## src/bsq_pkg.sv

```systemverilog
// Shared types and constants for the bounded sequence store.
// Used by the top level, the controller and the datapath; no dependencies of its own.
`timescale 1ns / 1ps

package bsq_pkg;

  // Field widths of the request and response transfers
  localparam int CMD_W = 3;
  localparam int POS_W = 7;
  localparam int VAL_W = 32;
  localparam int CAP_W = 7;

  // Build defaults
  localparam int DEPTH_DEFAULT      = 64;
  localparam int DATA_WIDTH_DEFAULT = 32;

  // Capacity register after reset
  localparam logic [CAP_W-1:0] CAP_RESET = 7'd64;

  // Operation codes
  localparam logic [CMD_W-1:0] CMD_INSERT_SORTED = 3'd0;
  localparam logic [CMD_W-1:0] CMD_INSERT_AT     = 3'd1;
  localparam logic [CMD_W-1:0] CMD_ERASE_AT      = 3'd2;
  localparam logic [CMD_W-1:0] CMD_REMOVE_EQUAL  = 3'd3;
  localparam logic [CMD_W-1:0] CMD_GET           = 3'd4;
  localparam logic [CMD_W-1:0] CMD_SET           = 3'd5;
  localparam logic [CMD_W-1:0] CMD_FIND          = 3'd6;

  typedef struct packed {
    logic [CMD_W-1:0] cmd;
    logic [POS_W-1:0] position;
    logic [VAL_W-1:0] value;
  } req_t;

  typedef struct packed {
    logic             ok;
    logic [POS_W-1:0] position_out;
    logic [VAL_W-1:0] read_value;
    logic [POS_W-1:0] removed_count;
    logic [POS_W-1:0] item_count;
  } rsp_t;

  // Controller to datapath commands
  typedef struct packed {
    logic accept;     // latch a new request
    logic walk_fwd;   // read upward through held items, one per cycle
    logic walk_back;  // read downward from the top, shifting items up
    logic scan_end;   // close a search and set the insert position
    logic put_value;  // write the request value and grow the count
    logic drop;       // shrink the count after an erase
    logic commit;     // take the compacted count
    logic get_read;   // read the addressed item
    logic get_cap;    // capture the read item
    logic set_write;  // overwrite the addressed item
    logic load_rsp;   // load the response register
  } ctl_t;

  // Datapath to controller status
  typedef struct packed {
    logic chk_ok;     // request passes its range and fullness check
    logic hit;        // search matched on the item returned this cycle
    logic fwd_done;   // upward walk finished, nothing in flight
    logic back_done;  // downward walk reached the insert position
  } sts_t;

endpackage

```

## src/bounded_sequence_store.sv

```systemverilog
// Bounded sequence store: ordered list of up to DEPTH items held in one RAM.
// Top level joining the controller and the datapath; depends on bsq_pkg,
// bsq_ctrl, bsq_dpath and bsq_ram.
//
// req channel (req_valid / req_stall / req) carries one operation: cmd,
// position and value; a transfer takes place when req_valid is high and
// req_stall is low. One response per request leaves on the rsp channel
// (rsp_valid / rsp_stall / rsp) in request order. cfg channel (cfg_valid /
// cfg_ready / cfg_data) writes the capacity limit; cfg_ready is always high.
// Write it only while no request is in flight.
// Walks move one item per cycle through the single RAM read port, and one
// request is worked on at a time. Reset empties the store and sets capacity
// to 64; item storage is not cleared. A response held under rsp_stall stays
// in the output register while the next request is worked on; that request
// finishes once the output register is free.
`timescale 1ns / 1ps

module bounded_sequence_store #(
  parameter int DEPTH      = bsq_pkg::DEPTH_DEFAULT,
  parameter int DATA_WIDTH = bsq_pkg::DATA_WIDTH_DEFAULT
) (
  input  logic                      clk,
  input  logic                      rst,
  input  logic                      req_valid,
  output logic                      req_stall,
  input  bsq_pkg::req_t             req,
  output logic                      rsp_valid,
  input  logic                      rsp_stall,
  output bsq_pkg::rsp_t             rsp,
  input  logic                      cfg_valid,
  output logic                      cfg_ready,
  input  logic [bsq_pkg::CAP_W-1:0] cfg_data
);

  bsq_pkg::ctl_t ctl;
  bsq_pkg::sts_t sts;

  // Capacity writes are never held off
  assign cfg_ready = 1'b1;

  bsq_ctrl u_ctrl (
    .clk       (clk),
    .rst       (rst),
    .req_valid (req_valid),
    .req_cmd   (req.cmd),
    .req_stall (req_stall),
    .rsp_valid (rsp_valid),
    .rsp_stall (rsp_stall),
    .sts       (sts),
    .ctl       (ctl)
  );

  bsq_dpath #(
    .DEPTH      (DEPTH),
    .DATA_WIDTH (DATA_WIDTH)
  ) u_dpath (
    .clk       (clk),
    .rst       (rst),
    .req       (req),
    .cfg_valid (cfg_valid),
    .cfg_data  (cfg_data),
    .ctl       (ctl),
    .sts       (sts),
    .rsp       (rsp)
  );

endmodule

```

## src/bsq_ram.sv

```systemverilog
// Generic single-write, single-read RAM with registered read data.
// No dependencies.
`timescale 1ns / 1ps

module bsq_ram #(
  parameter int WIDTH = 32,
  parameter int DEPTH = 64
) (
  input  logic                                   clk,
  input  logic                                   we,
  input  logic [((DEPTH > 1) ? $clog2(DEPTH) : 1)-1:0] waddr,
  input  logic [WIDTH-1:0]                       wdata,
  input  logic                                   re,
  input  logic [((DEPTH > 1) ? $clog2(DEPTH) : 1)-1:0] raddr,
  output logic [WIDTH-1:0]                       rdata
);

  logic [WIDTH-1:0] mem [DEPTH];

  // Write port
  always_ff @(posedge clk) begin
    if (we) begin
      mem[waddr] <= wdata;
    end
  end

  // Registered read port
  always_ff @(posedge clk) begin
    if (re) begin
      rdata <= mem[raddr];
    end
  end

endmodule

```

## src/bsq_dpath.sv

```systemverilog
// Datapath of the bounded sequence store: item RAM, count, walk pointers,
// capacity register and response register. Depends on bsq_pkg and bsq_ram.
`timescale 1ns / 1ps

module bsq_dpath #(
  parameter int DEPTH      = bsq_pkg::DEPTH_DEFAULT,
  parameter int DATA_WIDTH = bsq_pkg::DATA_WIDTH_DEFAULT
) (
  input  logic                       clk,
  input  logic                       rst,
  input  bsq_pkg::req_t              req,
  input  logic                       cfg_valid,
  input  logic [bsq_pkg::CAP_W-1:0]  cfg_data,
  input  bsq_pkg::ctl_t              ctl,
  output bsq_pkg::sts_t              sts,
  output bsq_pkg::rsp_t              rsp
);

  localparam int AW    = (DEPTH > 1) ? $clog2(DEPTH) : 1;
  localparam int CNT_W = $clog2(DEPTH + 1);
  localparam int CW    = (CNT_W > bsq_pkg::POS_W) ? CNT_W : bsq_pkg::POS_W;

  // Control state
  logic [bsq_pkg::CAP_W-1:0] cap;
  logic [CNT_W-1:0]          tot;
  logic                      pend;

  // Operation and walk registers
  logic [bsq_pkg::CMD_W-1:0] op_cmd;
  logic [DATA_WIDTH-1:0]     op_val;
  logic [CNT_W-1:0]          op_pos;
  logic [CNT_W-1:0]          ptr;
  logic [CNT_W-1:0]          pend_idx;
  logic [CNT_W-1:0]          wptr;
  logic [CNT_W-1:0]          rm_cnt;
  logic                      res_ok;
  logic [CNT_W-1:0]          res_pos;
  logic [DATA_WIDTH-1:0]     rd_val;

  // RAM ports
  logic                  ram_we;
  logic [AW-1:0]         ram_waddr;
  logic [DATA_WIDTH-1:0] ram_wdata;
  logic                  ram_re;
  logic [AW-1:0]         ram_raddr;
  logic [DATA_WIDTH-1:0] ram_rdata;

  // Request checks
  logic [CW-1:0]    pos_w;
  logic [CW-1:0]    tot_w;
  logic [CW-1:0]    cap_w;
  logic [CW-1:0]    lim_w;
  logic             full;
  logic             chk_ok;
  logic [CNT_W-1:0] ptr_init;

  // Walk helpers
  logic             fwd_issue;
  logic             back_issue;
  logic [CNT_W-1:0] ptr_dec;
  logic             val_le;
  logic             val_eq;
  logic             hit;
  logic [CNT_W-1:0] end_pos;

  assign pos_w = CW'(req.position);
  assign tot_w = CW'(tot);
  assign cap_w = CW'(cap);
  assign lim_w = (cap_w > CW'(DEPTH)) ? CW'(DEPTH) : cap_w;
  assign full  = (tot_w >= lim_w);

  // Check the request against the count and the capacity limit
  always_comb begin
    case (req.cmd)
      bsq_pkg::CMD_INSERT_SORTED: chk_ok = !full;
      bsq_pkg::CMD_INSERT_AT:     chk_ok = !full && (pos_w <= tot_w);
      bsq_pkg::CMD_ERASE_AT:      chk_ok = (pos_w < tot_w);
      bsq_pkg::CMD_REMOVE_EQUAL:  chk_ok = 1'b1;
      bsq_pkg::CMD_GET:           chk_ok = (pos_w < tot_w);
      bsq_pkg::CMD_SET:           chk_ok = (pos_w < tot_w);
      bsq_pkg::CMD_FIND:          chk_ok = 1'b1;
      default:                    chk_ok = 1'b0;
    endcase
  end

  // Starting pointer: top of the list for insert at, one past the hole for erase
  always_comb begin
    case (req.cmd)
      bsq_pkg::CMD_INSERT_AT: ptr_init = tot;
      bsq_pkg::CMD_ERASE_AT:  ptr_init = CNT_W'(req.position) + 1'b1;
      default:                ptr_init = '0;
    endcase
  end

  assign fwd_issue  = (ptr < tot);
  assign back_issue = (ptr != op_pos);
  assign ptr_dec    = ptr - 1'b1;
  assign val_le     = (op_val <= ram_rdata);
  assign val_eq     = (op_val == ram_rdata);
  assign hit        = pend && ((op_cmd == bsq_pkg::CMD_INSERT_SORTED) ? val_le : val_eq);
  assign end_pos    = hit ? pend_idx : tot;

  assign sts.chk_ok    = chk_ok;
  assign sts.hit       = hit;
  assign sts.fwd_done  = !fwd_issue && !pend;
  assign sts.back_done = !back_issue && !pend;

  // Read port select
  always_comb begin
    ram_re    = 1'b0;
    ram_raddr = '0;
    if (ctl.get_read) begin
      ram_re    = 1'b1;
      ram_raddr = AW'(op_pos);
    end else if (ctl.walk_fwd && fwd_issue) begin
      ram_re    = 1'b1;
      ram_raddr = AW'(ptr);
    end else if (ctl.walk_back && back_issue) begin
      ram_re    = 1'b1;
      ram_raddr = AW'(ptr_dec);
    end
  end

  // Write port select: request value, shifted item or kept item
  always_comb begin
    ram_we    = 1'b0;
    ram_waddr = '0;
    ram_wdata = ram_rdata;
    if (ctl.set_write || ctl.put_value) begin
      ram_we    = 1'b1;
      ram_waddr = AW'(op_pos);
      ram_wdata = op_val;
    end else if (ctl.walk_fwd && pend && (op_cmd == bsq_pkg::CMD_ERASE_AT)) begin
      ram_we    = 1'b1;
      ram_waddr = AW'(pend_idx - 1'b1);
    end else if (ctl.walk_fwd && pend && (op_cmd == bsq_pkg::CMD_REMOVE_EQUAL) && !val_eq) begin
      ram_we    = 1'b1;
      ram_waddr = AW'(wptr);
    end else if (ctl.walk_back && pend) begin
      ram_we    = 1'b1;
      ram_waddr = AW'(pend_idx + 1'b1);
    end
  end

  bsq_ram #(
    .WIDTH (DATA_WIDTH),
    .DEPTH (DEPTH)
  ) u_ram (
    .clk   (clk),
    .we    (ram_we),
    .waddr (ram_waddr),
    .wdata (ram_wdata),
    .re    (ram_re),
    .raddr (ram_raddr),
    .rdata (ram_rdata)
  );

  // Hold capacity, item count and the in-flight read flag
  always_ff @(posedge clk) begin
    if (rst) begin
      cap  <= bsq_pkg::CAP_RESET;
      tot  <= '0;
      pend <= 1'b0;
    end else begin
      if (cfg_valid) begin
        cap <= cfg_data;
      end
      if (ctl.accept || ctl.scan_end) begin
        pend <= 1'b0;
      end else if (ctl.walk_fwd) begin
        pend <= fwd_issue;
      end else if (ctl.walk_back) begin
        pend <= back_issue;
      end
      if (ctl.put_value) begin
        tot <= tot + 1'b1;
      end
      if (ctl.drop) begin
        tot <= tot - 1'b1;
      end
      if (ctl.commit) begin
        tot <= wptr;
      end
    end
  end

  // Advance operation registers and build the response
  always_ff @(posedge clk) begin
    if (ctl.accept) begin
      op_cmd  <= req.cmd;
      op_val  <= DATA_WIDTH'(req.value);
      op_pos  <= CNT_W'(req.position);
      ptr     <= ptr_init;
      wptr    <= '0;
      rm_cnt  <= '0;
      res_ok  <= (req.cmd == bsq_pkg::CMD_FIND) ? 1'b0 : chk_ok;
      res_pos <= (req.cmd == bsq_pkg::CMD_INSERT_AT) ? CNT_W'(req.position) : '0;
      rd_val  <= '0;
    end
    if (ctl.walk_fwd) begin
      pend_idx <= ptr;
      if (fwd_issue && !ctl.scan_end) begin
        ptr <= ptr + 1'b1;
      end
      if (pend && (op_cmd == bsq_pkg::CMD_REMOVE_EQUAL)) begin
        if (val_eq) begin
          rm_cnt <= rm_cnt + 1'b1;
        end else begin
          wptr <= wptr + 1'b1;
        end
      end
    end
    if (ctl.walk_back) begin
      pend_idx <= ptr_dec;
      if (back_issue) begin
        ptr <= ptr_dec;
      end
    end
    // Close a search; overrides the walk step of the same cycle
    if (ctl.scan_end) begin
      op_pos  <= end_pos;
      res_pos <= end_pos;
      ptr     <= tot;
      if (op_cmd == bsq_pkg::CMD_FIND) begin
        res_ok <= hit;
      end
    end
    if (ctl.get_cap) begin
      rd_val <= ram_rdata;
    end
    if (ctl.load_rsp) begin
      rsp.ok            <= res_ok;
      rsp.position_out  <= res_ok ? bsq_pkg::POS_W'(res_pos) : '0;
      rsp.read_value    <= bsq_pkg::VAL_W'(rd_val);
      rsp.removed_count <= bsq_pkg::POS_W'(rm_cnt);
      rsp.item_count    <= bsq_pkg::POS_W'(tot);
    end
  end

endmodule

```

## src/bsq_ctrl.sv

```systemverilog
// Controller of the bounded sequence store: sequences each request through
// its search, shift, compaction, read or write steps and owns the response valid flag.
// Depends on bsq_pkg.
`timescale 1ns / 1ps

module bsq_ctrl (
  input  logic                      clk,
  input  logic                      rst,
  input  logic                      req_valid,
  input  logic [bsq_pkg::CMD_W-1:0] req_cmd,
  output logic                      req_stall,
  output logic                      rsp_valid,
  input  logic                      rsp_stall,
  input  bsq_pkg::sts_t             sts,
  output bsq_pkg::ctl_t             ctl
);

  typedef enum logic [3:0] {
    IDLE,
    SCAN_INS,
    SCAN_FIND,
    SHIFT_UP,
    SHIFT_DN,
    COMPACT,
    GET_RD,
    GET_CAP,
    SET_WR,
    DONE
  } state_t;

  state_t state;
  state_t state_next;
  logic   rsp_free;

  assign req_stall = (state != IDLE);
  assign rsp_free  = !rsp_valid || !rsp_stall;

  // Commands and next state
  always_comb begin
    ctl        = '0;
    state_next = state;
    case (state)
      IDLE: begin
        if (req_valid) begin
          ctl.accept = 1'b1;
          case (req_cmd)
            bsq_pkg::CMD_INSERT_SORTED: state_next = sts.chk_ok ? SCAN_INS : DONE;
            bsq_pkg::CMD_INSERT_AT:     state_next = sts.chk_ok ? SHIFT_UP : DONE;
            bsq_pkg::CMD_ERASE_AT:      state_next = sts.chk_ok ? SHIFT_DN : DONE;
            bsq_pkg::CMD_REMOVE_EQUAL:  state_next = COMPACT;
            bsq_pkg::CMD_GET:           state_next = sts.chk_ok ? GET_RD : DONE;
            bsq_pkg::CMD_SET:           state_next = sts.chk_ok ? SET_WR : DONE;
            bsq_pkg::CMD_FIND:          state_next = SCAN_FIND;
            default:                    state_next = DONE;
          endcase
        end
      end
      SCAN_INS: begin
        ctl.walk_fwd = 1'b1;
        if (sts.hit || sts.fwd_done) begin
          ctl.scan_end = 1'b1;
          state_next   = SHIFT_UP;
        end
      end
      SCAN_FIND: begin
        ctl.walk_fwd = 1'b1;
        if (sts.hit || sts.fwd_done) begin
          ctl.scan_end = 1'b1;
          state_next   = DONE;
        end
      end
      SHIFT_UP: begin
        ctl.walk_back = 1'b1;
        if (sts.back_done) begin
          ctl.put_value = 1'b1;
          state_next    = DONE;
        end
      end
      SHIFT_DN: begin
        ctl.walk_fwd = 1'b1;
        if (sts.fwd_done) begin
          ctl.drop   = 1'b1;
          state_next = DONE;
        end
      end
      COMPACT: begin
        ctl.walk_fwd = 1'b1;
        if (sts.fwd_done) begin
          ctl.commit = 1'b1;
          state_next = DONE;
        end
      end
      GET_RD: begin
        ctl.get_read = 1'b1;
        state_next   = GET_CAP;
      end
      GET_CAP: begin
        ctl.get_cap = 1'b1;
        state_next  = DONE;
      end
      SET_WR: begin
        ctl.set_write = 1'b1;
        state_next    = DONE;
      end
      DONE: begin
        if (rsp_free) begin
          ctl.load_rsp = 1'b1;
          state_next   = IDLE;
        end
      end
      default: begin
        state_next = IDLE;
      end
    endcase
  end

  // Hold state and the response valid flag
  always_ff @(posedge clk) begin
    if (rst) begin
      state     <= IDLE;
      rsp_valid <= 1'b0;
    end else begin
      state <= state_next;
      if (ctl.load_rsp) begin
        rsp_valid <= 1'b1;
      end else if (!rsp_stall) begin
        rsp_valid <= 1'b0;
      end
    end
  end

endmodule
```

## config.mk

```make
export PLATFORM = sky130hd
export DESIGN_NAME = bounded_sequence_store
export DESIGN_NICKNAME = d
export VERILOG_FILES = /design/src/bsq_pkg.sv /design/src/bounded_sequence_store.sv /design/src/bsq_ram.sv /design/src/bsq_dpath.sv /design/src/bsq_ctrl.sv
export SDC_FILE = /design/constraint.sdc
export NUM_CORES = 2
export LEC_CHECK = 0
export ABC_CLOCK_PERIOD_IN_PS = 6500
export BUFFER_PORTS_ARGS = -buffer_cell sky130_fd_sc_hd__buf_2
export CAP_MARGIN = 20
export CORE_ASPECT_RATIO = 1.1
export CORE_MARGIN = 4
export CORE_UTILIZATION = 30
export CTS_BUF_LIST = sky130_fd_sc_hd__clkbuf_8
export CTS_CLUSTER_DIAMETER = 150
export DETAILED_ROUTE_END_ITERATION = 12
export GPL_TIMING_DRIVEN = 0
export SYNTH_ARGS = -nofsm -noshare
export SYNTH_HDL_FRONTEND = slang
export SYNTH_SLANG_ARGS = --single-unit
```

## constraint.sdc

```tcl
create_clock -name clk -period 6.5 [get_ports clk]
set_clock_uncertainty 0.05 [all_clocks]
set_input_delay 1.3 -clock clk [delete_from_list [all_inputs] [get_ports clk]]
set_output_delay 1.3 -clock clk [all_outputs]
set_load 0.03 [all_outputs]
```

# After elaboration in Yosys (flattened, before gate mapping)
# Memories as Yosys holds them, arrays and structs flattened. A register that Yosys moved wholly into a read port is not among the register bits.
# Index checks and enable logic that the tools add are counted.
# totals
ram_bits	2048
output_inout_bits	57
word_cells	189
inputBits	54
register_bits	184
mem_count	1
# mem_list
memory	words	word_bits	read_ports	rd_clocked_by_memory_dff	wr	line	rtl
u_dpath.u_ram.mem	64	32	1	1	1	bsq_ram.sv:18	logic [WIDTH-1:0] mem [DEPTH];
# op_classes
addsub	9
reduce_logical	41
magnitude_cmp	6
muxes	85
n_eq_ne	27
# op_table
operator	count
7-bit two-way mux	26
32-bit two-way mux	3
6-bit two-way mux	7
4-bit two-way mux	10
7-bit by 1-bit adder with 7-bit output (second input constant)	5
1-bit two-way mux	35
32-bit equality test	1
32-bit <= comparator	1
4-bit case mux with 8 select lines	1
4-bit case mux with 7 select lines	1
4-bit by 3-bit equality test with 1-bit output (second input constant)	4
7-bit less-than comparator	2
7-bit case mux with 2 select lines	1
7-bit by 1-bit subtractor with 7-bit output (second input constant)	2
1-bit logical AND	13
3-bit by 2-bit equality test with 1-bit output (second input constant)	4
3-bit equality test (second input constant)	4
2-bit by 1-bit inequality test with 1-bit output (second input constant)	5
2-bit OR reduction	5
4-bit by 2-bit equality test with 1-bit output (second input constant)	2
4-bit equality test (second input constant)	2
1-bit logical NOT	8
7-bit >= comparator	1
7-bit > comparator (second input constant)	1
17 further kinds	24

# Depth between registers and ports, before layout
# depth
word_depth	13
mapped_depth	18

# Cells and area by module
# From an unflattened synthesis, not the netlist that was laid out.
# hier_totals
hier_cells	4322
area_unflattened_um2	89141.7
# modules_own_cells
module	cells_each	area_per_inst_um2	n_inst	seq_area_each_um2
bsq_ram	3324	78835.6	1	62459.9
bsq_dpath	920	9779.4	1	5004.8
bsq_ctrl	76	515.5	1	100.1
bounded_sequence_store	2	11.3	1	0.0

# Worst setup path after synthesis
# No wires, ideal clock.
# synth_path
kind	reg2reg
startpoint	register u_dpath.op_val[31]
endpoint	memory u_dpath.u_ram.mem[25][0], enable pin
stages_incl_launch_ff	12
setup_ps	421
n_path_buf	1
t_arrival_ps	4633
period_less_slack_ps	5104
slack_ps	1396
cell_sequence	edfxtp_1 > ha_1 > nand4_1 > or4_1 > nor4_2 > nor2_1 > a221o_1 > mux2i_1 > inv_2 > or4_1 > clkbuf_1 > nor2_1
# synth_between
elab_chain_len	8
elab_cells_between_ends	11
# synth_lines
item	line	rtl
from (decl)	bsq_dpath.sv:30	logic [DATA_WIDTH-1:0] op_val;
from (signal assigned)	bsq_dpath.sv:191	op_val <= DATA_WIDTH'(req.value);
32-bit equality test (*)	bsq_dpath.sv:99	assign val_eq = (op_val == ram_rdata);
1-bit logical NOT (*)	bsq_dpath.sv:136	end else if (ctl.walk_fwd && pend && (op_cmd == bsq_pkg::CMD_REMOVE_EQUAL) && !val_eq) begin
1-bit logical AND (*)	bsq_dpath.sv:136	
1-bit two-way mux	bsq_dpath.sv:136	
1-bit two-way mux	bsq_dpath.sv:133	end else if (ctl.walk_fwd && pend && (op_cmd == bsq_pkg::CMD_ERASE_AT)) begin
1-bit two-way mux	bsq_dpath.sv:129	if (ctl.set_write || ctl.put_value) begin
1-bit two-way mux	bsq_ram.sv:22	if (we) begin
1-bit two-way mux (implied by the code)	bsq_ram.sv:23	mem[waddr] <= wdata;
to (decl)	bsq_ram.sv:18	
# Mark *: on every way between the ends. The rest lies on a longest branch, timed or not.

# Final worst setup path
# layout_path
startpoint	register u_dpath.tot[6]
endpoint	register u_dpath.u_ram.rdata[10] (read register of u_dpath.u_ram.mem), data pin
# layout_between
elab_chain_len	4
elab_cells_between_ends	6
# layout_lines
item	line	rtl
from (decl)	bsq_dpath.sv:25	logic [CNT_W-1:0] tot;
from (signal assigned)	bsq_dpath.sv:176	tot <= tot + 1'b1;
from (signal assigned)	bsq_dpath.sv:179	tot <= tot - 1'b1;
from (signal assigned)	bsq_dpath.sv:182	tot <= wptr;
7-bit less-than comparator (*)	bsq_dpath.sv:95	assign fwd_issue = (ptr < tot);
1-bit logical AND (*)	bsq_dpath.sv:115	end else if (ctl.walk_fwd && fwd_issue) begin
6-bit two-way mux or 1-bit two-way mux (tied branches)	bsq_dpath.sv:115	
6-bit two-way mux or 1-bit two-way mux (tied branches)	bsq_dpath.sv:112	if (ctl.get_read) begin
to (decl)	bsq_ram.sv:15	output logic [WIDTH-1:0] rdata
# Marked as above.
# A chain may end at the register's enable or synchronous reset.

==> metrics.cfg <==
[placement]
port_buffers = 107
placedCellCount = 9706
hpwl_mm = 221
gp_congestion = 0.936

[drt]
routed_wl_mm = 315
drt_iter0_drc = 9185
antenna_left = 0
vias_per_cell = 5.49
dr.pass1.iters = 7
vias = 56940
avgRoutedWirePerCell_um = 30.3
drcViolationCount = 0

[global_route]
grt_pass1_vias = 55503
grt_first_pass_wirelength_mm = 430
antenna_found_initial = 38
overflow = 0
grt_use_total_pct = 19.8
grt_max_degree = 50

[clock_tree]
cts-root-buf = clkbuf_8
cts_tree = yes
cts_buffer_depth = 4
cts_buffers = 377
htreeDepth = 5
cts_sinks = 2264
postCtsHoldBufs = 0
clk_latency_ns = 1.12
path_clk_slew_ns = 0.06

[cells_and_area]
final_cells = 10372
fill_cells = 27875
layout.nets = 6286
drive_gt1_share_pct = 18.8
area_growth_pct = 17.7

[timing]
fin_setup_tns_ns = 0
min_period_ns = 6.49
rsz0062_at_grt = no
final_max_slew_viol_count = 0
hold_slack_ns = 0.362
slew_headroom_pct = 14.2
hold_viol = 0
tightest_slew_ns = 1.29
layout_worst_path_cycle_share_pct = 99.9
fmax_mhz = 154
setup_viol = 0

[power_and_ir_drop]
leakage_nw = 35.1
p_per_area_mw_per_mm2 = 454
peakVddDrop_uv = 328

[min_path]
hold_path_class = reg -> reg

[die]
start_util_pct = 30.1
coreArea_mm2 = 0.298
die_y_um = 581
rows = 210
dieArea_mm2 = 0.308
ioPinCount = 111
die_width_um = 529

[critical_path]
r2r_slack_ns = 0.006
cp_max_fo = 10
worstSetupEndpointType = flop
critPathCapture = u_dpath.u_ram.rdata[10]
worstSetupStartpoint = u_dpath.tot[6]
crit_type = reg -> reg
worstSetupStartpointType = flop
arrival_ns = 7.13
ff2ff_path_depth = 14
r2r_end = u_dpath.u_ram.rdata[10]
crit_required_ns = 7.13
worstReg2RegStart = u_dpath.tot[6]

[yosys]
synthesis.nets = 5650
avgSynthCellArea_um2 = 16.2
yosysWarnings = 0
ys_seq_area_share_pct = 75.3
synthesis.area_mm2 = 0.0897
synth_ff_type = edfxtp_1
async_flop_share_pct = 0
synthCells = 5531
ys_ff_latch = 2264
synth_edf_count = 2222
synth_cell_types = 82

[run]
maxCapViolCount = 0

[status]
status = finished clean

-- metrics by stage --
| step | util [%] | total power [mW] | setup slack [ns] | instance area (um2) |
|---|---|---|---|---|
| 6_report | 35.5 | 47.9 | 0.00639 | 106000 |
| 5_1_grt | 35.5 | 49.1 | 0.00483 | 106000 |
| 4_1_cts | 35.4 | 47.4 | 0.00947 | 105000 |
| 3_5_place_dp | 33.2 | 36.3 | -1.05 | 98900 |
| 3_3_place_gp | 32.0 | 35.7 | -4.00 | 95100 |
| 2_1_floorplan | - | 28.0 | 1.40 | 89700 |
-- state kept, by name (all words and copies together) (netlist names), 3 cells and up --
register,cells
u_dpath.op_pos,7
u_dpath.u_ram.mem,2048
u_dpath.op_val,32
u_dpath.cap,7
u_dpath.ptr,7
u_dpath.rd_val,32
u_dpath.res_pos,7
u_dpath.wptr,7
u_dpath.rm_cnt,7
u_dpath.u_ram.rdata,32
u_ctrl.state,4
u_dpath.op_cmd,3
u_dpath.tot,7
u_dpath.pend_idx,7
u_dpath.rsp,54
-- cell usage after synthesis, drive strengths merged, types with 13 or more instances --
cell type / instances / area share (%)
buf: 160 / 0.94
ha: 64 / 0.89
nand3: 318 / 1.8
a22oi: 105 / 0.88
a31oi: 78 / 0.54
a21o: 21 / 0.18
o2111ai: 13 / 0.13
a21oi: 131 / 0.74
o21ai: 106 / 0.59
o211ai: 20 / 0.17
or4: 22 / 0.18
a32oi: 53 / 0.52
nand4: 115 / 0.80
nor2: 167 / 0.70
inv: 59 / 0.25
mux2i: 142 / 1.6
and2: 49 / 0.34
nor2b: 15 / 0.10
dfxtp: 42 / 0.94
edfxtp: 2222 / 74
nor3: 15 / 0.089
a2111oi: 14 / 0.14
mux4: 241 / 6.1
and3: 52 / 0.36
clkbuf: 164 / 0.69
nand2: 913 / 3.8
xnor2: 19 / 0.19
-- worst min path at each step --
stage               cells past startpoint            endpoint               start  slack (ns)
CTS                                     1  u_dpath.op_val[15]             req[15]        0.28
global placement                        0     u_dpath.rsp[27]  u_dpath.rd_val[13]        0.36
detailed placement                      0     u_dpath.rsp[37]  u_dpath.rd_val[23]        0.35
global route                            1  u_dpath.op_val[15]             req[15]        0.32
floorplan                               0     u_dpath.rsp[14]   u_dpath.rd_val[0]        0.35
finish                                  0     u_dpath.rsp[14]   u_dpath.rd_val[0]        0.36
-- kinds of logic (layout without fill, tap and decap cells) --
family,after synthesis,count (layout),synth area share [%]
other,1,18,0.00418
xor gates and xnor gates,30,30,0.293
and+or+nand+nor,1716,1716,8.57
DFF,2264,2264,75.3
AOI/OAI and AO/OA,677,677,5.22
buffers and inverters,383,1285,1.87
muxes,395,395,7.79
adders and majority gates,65,65,0.915
-- routing by layer --
metal / vias to the layer above / global-route usage, % / part of all wire [%]
met4: 26 / 11.5 / 6.6
met1: 29119 / 24.3 / 36
met5: - / 0 / 0.057
met2: 3935 / 31.2 / 46
met3: 856 / 5.56 / 12
li1: 23004 / - / -
-- layout make-up --
cell class                 count  area, um2  area share [%]
tap                         3922       4910            4.65
sequential                  2264      67600            64.0
antenna                       17       42.5          0.0403
clock buffer                 387       5330            5.04
buffer                       321       1510            1.43
multi-input combinational   2884      21400            20.3
timing repair buffer         260       3510            3.33
inverter                      59        221           0.210
clock inverter               258       1110            1.05
-- report_power, final --
group	internal (mW)	switching, mW
registers	19.7	0.391
logic	4.30	12.3
clock network	5.59	5.64
-- worst max-delay path, stage by stage (launching register included) --
cell and delay (ns):
dfxtp_1 0.53, inv_1 0.24, ha_1 0.36, a21oi_1 0.18
o21ai_0 0.26, a211oi_4 0.45, a221o_1 0.61, a21oi_1 0.28
clkbuf_2 0.38, clkbuf_1 0.40, clkbuf_1 0.46, and3_1 0.30
a2111oi_2 0.54, nand3_1 0.44, a211o_1 0.60
-- cells in the final DEF (no fill, tap or decap), drive strengths merged, types with 49 or more instances in the layout --
master	count
mux2i	142
nand2	913
nand3	318
clkbuf	554
and3	52
nand4	115
o21ai	106
nor2	167
a22oi	105
inv	198
edfxtp	2222
and2	49
ha	64
clkinv	111
a31oi	78
a32oi	53
a21oi	131
buf	409
mux4	241
-- repair_timing --
action | CTS | global route
endpoints found under the setup margin | 27 | 23
pin swaps | 2 | 1
gates resized for setup | 26 | 30
buffers inserted | 1 | 3
No activity file was read; power rests on OpenSTA's default activity.
